## config.mk

```make
export PLATFORM = sky130hd
export DESIGN_NAME = mfb_ctl_port
export DESIGN_NICKNAME = d
export VERILOG_FILES = /design/src/rtl/mfb_pkg.sv /design/src/rtl/mfb_ctl_port.sv
export SDC_FILE = /design/constraint.sdc
export NUM_CORES = 1
export LEC_CHECK = 0
export BUFFER_PORTS_ARGS = -buffer_cell sky130_fd_sc_hd__buf_4
export CAP_MARGIN = 10
export CELL_PAD_IN_SITES_DETAIL_PLACEMENT = 0
export CELL_PAD_IN_SITES_GLOBAL_PLACEMENT = 2
export CORE_UTILIZATION = 18
export DETAILED_ROUTE_END_ITERATION = 6
export PLACE_DENSITY_LB_ADDON = 0.1
export REMOVE_ABC_BUFFERS = 1
export SYNTH_ARGS = -nofsm -noshare
export SYNTH_HDL_FRONTEND = slang
export SYNTH_SLANG_ARGS = --single-unit
```

## constraint.sdc

```tcl
create_clock -name i_clk -period 2.72 [get_ports i_clk]
set_input_delay 0.136 -clock i_clk [delete_from_list [all_inputs] [get_ports i_clk]]
set_output_delay 0.136 -clock i_clk [all_outputs]
set_load 0.02 [all_outputs]
```

## src/rtl/mfb_pkg.sv

```systemverilog
`timescale 1ns / 1ps
// ----------------------------------------------------------------------------
// mfb_pkg: shared types and constants
// Command codes, framebuffer geometry and the video control word.
// ----------------------------------------------------------------------------
package mfb_pkg;

    localparam int ADDR_W     = 16;
    localparam int DATA_W     = 8;
    localparam int CMD_W      = 3;
    localparam int PIX_W      = 9;
    localparam int COLOR_W    = 24;
    localparam int MEM_DEPTH  = 1 << ADDR_W;

    localparam int ROM_BYTES  = 8192;
    localparam int FB_WIDTH   = 512;
    localparam int FB_HEIGHT  = 384;
    localparam int FB_ROW_BYTES = FB_WIDTH / 8;
    localparam logic [ADDR_W-1:0] FB_BASE = 16'h8000;
    localparam logic [ADDR_W-1:0] DEBUG_TOP = 16'h0004;
    localparam logic [7:0] CTL_PORT = 8'h01;

    typedef enum logic [CMD_W-1:0] {
        CMD_MEM_RD  = 3'd0,
        CMD_MEM_WR  = 3'd1,
        CMD_IO_RD   = 3'd2,
        CMD_IO_WR   = 3'd3,
        CMD_PIXEL   = 3'd4,
        CMD_PRELOAD = 3'd5
    } t_cmd;

    typedef struct packed {
        logic               mode;
        logic               blank;
        logic [COLOR_W-1:0] color;
    } t_video_ctl;

endpackage

```

## src/rtl/mfb_ctl_port.sv

```systemverilog
`timescale 1ns / 1ps
// ----------------------------------------------------------------------------
// mfb_ctl_port: video control port
// Port 1 write sets mode, blank and a 2-2-2 foreground color.
// ----------------------------------------------------------------------------
module mfb_ctl_port (
    input  logic                        i_clk,
    input  logic                        i_rst_n,
    input  logic                        i_io_wr,
    input  logic [7:0]                  i_port,
    input  logic [mfb_pkg::DATA_W-1:0]  i_data,
    output mfb_pkg::t_video_ctl         o_ctl
);
    import mfb_pkg::*;

    t_video_ctl r_ctl;
    t_video_ctl n_ctl;

    // each 2-bit field lands in the top two bits of its channel
    always_comb begin
        n_ctl       = r_ctl;
        if (i_io_wr && (i_port == CTL_PORT)) begin
            n_ctl.mode  = i_data[7];
            n_ctl.blank = ~i_data[6];
            n_ctl.color = {i_data[5:4], 6'd0, i_data[3:2], 6'd0, i_data[1:0], 6'd0};
        end
    end

    always_ff @(posedge i_clk) begin
        if (!i_rst_n) begin
            r_ctl <= '0;
        end else begin
            r_ctl <= n_ctl;
        end
    end

    assign o_ctl = r_ctl;

endmodule

```

==> impl_metrics.csv, run 1 <==
group,metric,value,unit
logic_synthesis,netlist_area,489,um^2
route,post_drt_wl_per_cell,8.29,um
timing,worst_pin_slew,0.732,ns
timing,period_share,54.6,%
die,top_level_ports,45,
pwr,cellPowerDensity,394,mW/mm^2
worst_setup_path,crit_arrival,1.67,ns
logic_synthesis,yosysWarnings,0,
logic_synthesis,yosys.area.top_type,"dfxtp_1",
global_routing,grt_pass1_vias,282,
die,fp.coreArea,0.00252,mm^2
clocking,cts_hold_buffers,0,
timing,rsz0062_at_grt,"no",
timing,setup_tns,0,ns
route,vias_per_cell,3.42,
die,start_util,19.4,%
clocking,cts_made_buffers,3,
clocking,htree_num_levels,1,
worst_setup_path,cp_slowest_cell,"nor4_4",
pwr,pwr-share-seq,44.5,%
route,dr.first_iter.drc_count,3,
logic_synthesis,ys_seq_area_share,32.7,%
timing,hold_viol,0,
run_status,status,"completed",
timing,max_clock_freq,673,MHz
worst_setup_path,criticalPathCategory,"in -> reg",
flow_run,maxCapViolations,0,
worst_setup_path,cp.depth,4,
route,post-route-drc-count,0,
hold_path,hp-class,"in -> reg",
logic_synthesis,synth_cell_type_count,10,
worst_setup_path,r2r_cells,2,
global_routing,track_usage,6.76,%
placed_design,hpwl,710,um
global_routing,antenna_found_initial,0,
hold_path,min_from,"i_data[5]",
worst_setup_path,slowest_delay,0.64,ns
worst_setup_path,required,2.91,ns
clocking,clock_latency,0.25,ns
clocking,cts.repair.resized,0,
clocking,clk_pin_slew,0.06,ns
worst_setup_path,crit_buf_inv,1,
timing,min_period,1.49,ns
worst_setup_path,worst_r2r_endpoint,"o_ctl[15]",
logic_synthesis,synth.area.top_cells,"dfxtp_1, buf_4, mux2i_1",
clocking,cts_setup_buffers,0,
logic_synthesis,netlist_instances,55,
worst_setup_path,worst_path_dominant_cell_family,"simple AND/OR/NAND/NOR gates",
clocking,clockBufferDepth,2,
timing,fin_worst_skew,0,ns
global_routing,grt_max_degree,17,
clocking,cts_tree,"done",
worst_setup_path,path_max_fanout,8,
worst_setup_path,cp-end-kind,"flip-flop",
logic_synthesis,synth_seq_cells,8,
pwr,power,264,uW
final_layout,largest_reg_flops,8,
final_layout,diodes,0,
pwr,intPower,188,uW
clocking,cts_sinks,8,
route,drt_pass1_iterations,2,
final_layout,drive_gt1_share,39.0,%
die,die_h,54.1,um
placed_design,place_congestion,0.571,
hold_path,whs_path_depth,3,
timing,slew_headroom,50.8,%
die,fp-row-count,18,
logic_synthesis,synth.top_cell.area_share,32.7,%
hold_path,hold_path_end,"o_ctl[23]",
clocking,clock-root-buffer,"clkbuf_4",
route,dr_total_vias,383,
final_layout,synthToLayoutAreaGrowth,36.8,%
pwr,p_sw_share,28.8,%
timing,finalSetupViolCount,0,
timing,drv_slew,0,
route,ant_nets,0,
pwr,p_comb_share,19.3,%
global_routing,grt_pass1_wl,1280,um
worst_setup_path,cp-start-kind,"input pin",
worst_setup_path,path_cells,"buf_4 -> or4b_4 -> nor4_4 -> mux2i_1",
pwr,p_leak,0.000315,uW
die,dieArea,0.00293,mm^2
route,drt_wl_total,929,um
pwr,max-vdd-ir-drop,0.149,mV
global_routing,grt_overflow,0,
worst_setup_path,reg2reg_from,"o_ctl[15]",
placed_design,port_buffers,26,
logic_synthesis,synth_area_per_cell,8.89,um^2
die,die_x,54.1,um
worst_setup_path,r2r_slack,2.15,ns
final_layout,nets,103,
pwr,p_clk_share,36.1,%
pwr,netSwitchingPower,76.0,uW
## layer usage
layer  wire length [um]  up-vias  GRT usage (%)
met1                379      155           7.13
met2                381       32           8.74
met5                  0        -              0
met3                168        0           4.52
li1                   -      196              -
met4                  0        0           6.41
## synth_stat cells, drive strengths merged
| library cell | n |
|---|---|
| clkbuf | 1 |
| or4b | 1 |
| nor4 | 1 |
| or3b | 1 |
| conb | 1 |
| nand2b | 1 |
| dfxtp | 8 |
| buf | 18 |
| mux2i | 8 |
| nand2 | 15 |
## worst register-to-register path, cell delays in order, from the launching register on
cell     delay [ns]
dfxtp_1        0.34
nand2_1        0.05
mux2i_1        0.11
## cell usage in the layout (no fill, tap or decap)
cell type / Yosys / layout
clkbuf_4: 0 / 3
dfxtp_1: 8 / 8
conb_1: 1 / 18
buf_4: 18 / 26
mux2i_1: 8 / 8
or3b_2: 1 / 1
nor4_4: 1 / 1
or4b_4: 1 / 1
nand2_1: 15 / 15
nand2b_1: 1 / 1
## power by group through the flow
| stage | combinational [uW] | sequential, uW | clock (uW) |
|---|---|---|---|
| after global placement | 51.1 | 120 | 0 |
| final | 51.0 | 117 | 95.3 |
| after CTS | 51.5 | 117 | 102 |
| after detailed placement | 51.3 | 120 | 0 |
| after floorplan | 26.8 | 120 | 0 |
| after global routing | 56.3 | 117 | 107 |
## worst max-delay path by stage
stage                end  startpoint  slack [ns]
6_report       o_ctl[14]   i_port[4]        1.23
5_1_grt        o_ctl[24]   i_port[4]        1.16
4_1_cts        o_ctl[14]   i_port[4]        1.22
3_5_place_dp    o_ctl[7]   i_port[4]        0.96
3_3_place_gp   o_ctl[14]   i_port[4]        0.95
2_1_floorplan  o_ctl[14]   i_port[4]        1.24
## final cells by class
| type | count | area [um^2] |
|---|---|---|
| Sequential cell | 8 | 160 |
| Timing Repair Buffer | 26 | 195 |
| Clock buffer | 3 | 22.5 |
| Fill cell | 283 | 1850 |
| Tap cell | 30 | 37.5 |
| Multi-Input combinational cell | 45 | 254 |
## cells by family (layout without fill, tap and decap cells)
group | Yosys count | after routing | synth area share (%)
simple gates | 19 | 19 | 21.7
buf+inv | 19 | 29 | 28.4
mux | 8 | 8 | 16.4
flops | 8 | 8 | 32.7
other cells | 1 | 18 | 0.767
## metrics by stage
stage	instances	worst slack, ns	hold WS, ns	util [%]	cell area [um^2]
after floorplan	53	1.24	0.278	-	414
after global placement	109	0.949	0.402	25.6	647
after detailed placement	109	0.957	0.405	25.6	647
after CTS	112	1.22	0.124	26.5	669
after global routing	112	1.16	0.127	26.5	669
final	112	1.23	0.132	26.5	669
(Power assumes the default switching activity.)
==> inputs of run 2 (changes only) <==
--- a/config.mk
+++ b/config.mk
@@ -5,11 +5,12 @@
 export SDC_FILE = /design/constraint.sdc
 export NUM_CORES = 1
 export LEC_CHECK = 0
+export ABC_AREA = 1
 export BUFFER_PORTS_ARGS = -buffer_cell sky130_fd_sc_hd__buf_4
 export CAP_MARGIN = 10
 export CELL_PAD_IN_SITES_DETAIL_PLACEMENT = 0
 export CELL_PAD_IN_SITES_GLOBAL_PLACEMENT = 2
-export CORE_UTILIZATION = 18
+export CORE_UTILIZATION = 16
 export DETAILED_ROUTE_END_ITERATION = 6
 export PLACE_DENSITY_LB_ADDON = 0.1
 export REMOVE_ABC_BUFFERS = 1
==> constraint.sdc (replaced) <==
create_clock -name i_clk -period 1.3 [get_ports i_clk]
set_input_delay 0.065 -clock i_clk [delete_from_list [all_inputs] [get_ports i_clk]]
set_output_delay 0.065 -clock i_clk [all_outputs]
set_load 0.02 [all_outputs]
==> impl_metrics.csv, run 2 <==
group,metric,value,unit
die,die_h,62.4,um
logic_synthesis,netlist_instances,86,
route,ant_nets,0,
die,die_x,62.4,um
route,post_drt_wl_per_cell,7.75,um
logic_synthesis,synth.area.top_cells,"dfxtp_1, buf_4, nor2_1",
logic_synthesis,netlist_area,583,um^2
pwr,p_clk_share,32.4,%
global_routing,grt_pass1_vias,472,
pwr,cellPowerDensity,719,mW/mm^2
global_routing,grt_pass1_wl,2030,um
clocking,cts_made_buffers,3,
logic_synthesis,yosysWarnings,0,
timing,min_period,0.793,ns
run_status,status,"completed",
global_routing,antenna_found_initial,0,
worst_setup_path,required,1.24,ns
timing,rsz0062_at_grt,"no",
clocking,clock-root-buffer,"clkbuf_4",
final_layout,nets,134,
die,fp-row-count,21,
worst_setup_path,crit_arrival,0.73,ns
worst_setup_path,slowest_delay,0.33,ns
timing,fin_worst_skew,0,ns
clocking,cts.repair.resized,0,
pwr,intPower,397,uW
route,drt_wl_total,1230,um
route,post-route-drc-count,0,
clocking,cts_hold_buffers,0,
timing,hold_viol,0,
worst_setup_path,criticalPathCategory,"reg -> out",
placed_design,place_congestion,0.643,
logic_synthesis,synth.top_cell.area_share,27.5,%
placed_design,port_buffers,26,
clocking,clk_pin_slew,0.05,ns
logic_synthesis,synth_flop_cell,"dfxtp_1",
logic_synthesis,synth_seq_cells,8,
final_layout,fillCellCount,404,
clocking,clock_latency,0.24,ns
logic_synthesis,synth_cell_type_count,15,
worst_setup_path,crit_buf_inv,1,
final_layout,final_common_cell,"buf_4",
final_layout,fin_cells,159,
final_layout,diodes,0,
clocking,htree_num_levels,1,
final_layout,synthToLayoutAreaGrowth,34.1,%
die,dieArea,0.00389,mm^2
timing,setup_tns,0,ns
final_layout,drive_gt1_share,31.0,%
hold_path,min_from,"i_data[6]",
route,dr_total_vias,522,
final_layout,seqCellArea,160,um^2
pwr,pwr-share-seq,43.8,%
placed_design,hpwl,1040,um
pwr,max-vdd-ir-drop,0.121,mV
logic_synthesis,synthTopCellsByCount,"nor2_1, buf_4, inv_1, nand2_1, dfxtp_1",
final_layout,final_cell_mix,"buf_4, nor2_1, conb_1, inv_1, nand2_1",
timing,period_share,61.0,%
logic_synthesis,synth.most_common_cell,"nor2_1",
pwr,p_comb_share,23.8,%
placed_design,place_ws,0.313,ns
clocking,cts_sinks,8,
die,start_util,17.1,%
worst_setup_path,worst_path_dominant_cell_family,"flip-flops",
final_layout,largest_reg_flops,8,
logic_synthesis,yosys.area.top_type,"dfxtp_1",
timing,finalSetupViolCount,0,
global_routing,grt_overflow,0,
final_layout,multi_input_area,298,um^2
die,fp.coreArea,0.00342,mm^2
worst_setup_path,path_cells,"buf_4",
placed_design,dp_cells,156,
route,dr.first_iter.drc_count,15,
route,drt_pass1_iterations,4,
global_routing,grt_max_degree,10,
clocking,cts_setup_buffers,0,
route,vias_per_cell,3.28,
logic_synthesis,ys_seq_area_share,27.5,%
worst_setup_path,cp-start-kind,"flip-flop",
logic_synthesis,synth_edf_count,0,
worst_setup_path,reg2reg_from,"o_ctl[6]",
timing,layout_setup_ws,0.507,ns
worst_setup_path,crit_start,"o_ctl[23]",
timing,drv_slew,0,
worst_setup_path,cp_slowest_cell,"dfxtp_1",
hold_path,hp-class,"in -> reg",
pwr,netSwitchingPower,165,uW
flow_run,maxCapViolations,0,
logic_synthesis,synth_area_per_cell,6.78,um^2
pwr,p_sw_share,29.3,%
clocking,clockBufferDepth,2,
pwr,p_leak,0.000430,uW
clocking,cts_tree,"done",
timing,timing.hold.ws,0.0834,ns
worst_setup_path,r2r_slack,0.74,ns
worst_setup_path,path_max_fanout,2,
worst_setup_path,cp-end-kind,"output port",
logic_synthesis,async_flop_share,0,%
timing,max_clock_freq,1260,MHz
die,top_level_ports,45,
global_routing,track_usage,7.03,%
run 2: cell types whose count changed after synthesis, sizes merged, moves of 2 or more:
cell / change
nor2: +24
inv: +13
mux2i: -8
nand4: +7
nand2: -3
nand3: +2
run 2: power groups by stage:
stage | clock network, uW | logic, uW | registers [uW]
2_1_floorplan | 0 | 78.5 | 252
3_3_place_gp | 0 | 135 | 251
3_5_place_dp | 0 | 135 | 251
4_1_cts | 195 | 135 | 246
5_1_grt | 215 | 147 | 246
6_report | 182 | 134 | 246
run 2: layer usage:
| metal | vias up | track usage [%] | part of all wire, % |
|---|---|---|---|
| li1 | 277 | - | - |
| met1 | 204 | 8.54 | 42 |
| met2 | 37 | 9.89 | 44 |
| met3 | 4 | 1.65 | 11 |
| met4 | 0 | 6.98 | 3.4 |
| met5 | - | 0 | 0 |
run 2: stage by stage:
stage	area, um^2	utilization [%]	total power, uW
after floorplan	507	-	331
after global placement	759	22.2	386
after detailed placement	759	22.2	386
after CTS	782	22.9	576
after global routing	782	22.9	608
final	782	22.9	562
run 2: cell type report:
class / count / share of cell area [%]
flip-flops and latches: 8 / 20.5
inverters: 13 / 6.24
multi-input cells: 63 / 38.1
clock buffers: 3 / 2.88
repair buffers: 26 / 25.0
well taps: 46 / 7.36
run 2: cell families after synthesis:
family        Yosys count  synth area share [%]
simple gates           45                  39.5
other cells             1                 0.643
flops                   8                  27.5
buf+inv                32                  32.4
run 2: final timing paths:
| check | endpoint | cells past startpoint |
|---|---|---|
| worst max-delay path | o_ctl[23] | 1 |
| worst min-delay path | o_ctl[24] | 4 |
| worst max register to register | o_ctl[6] | 2 |
| worst min register to register | o_ctl[25] | 2 |
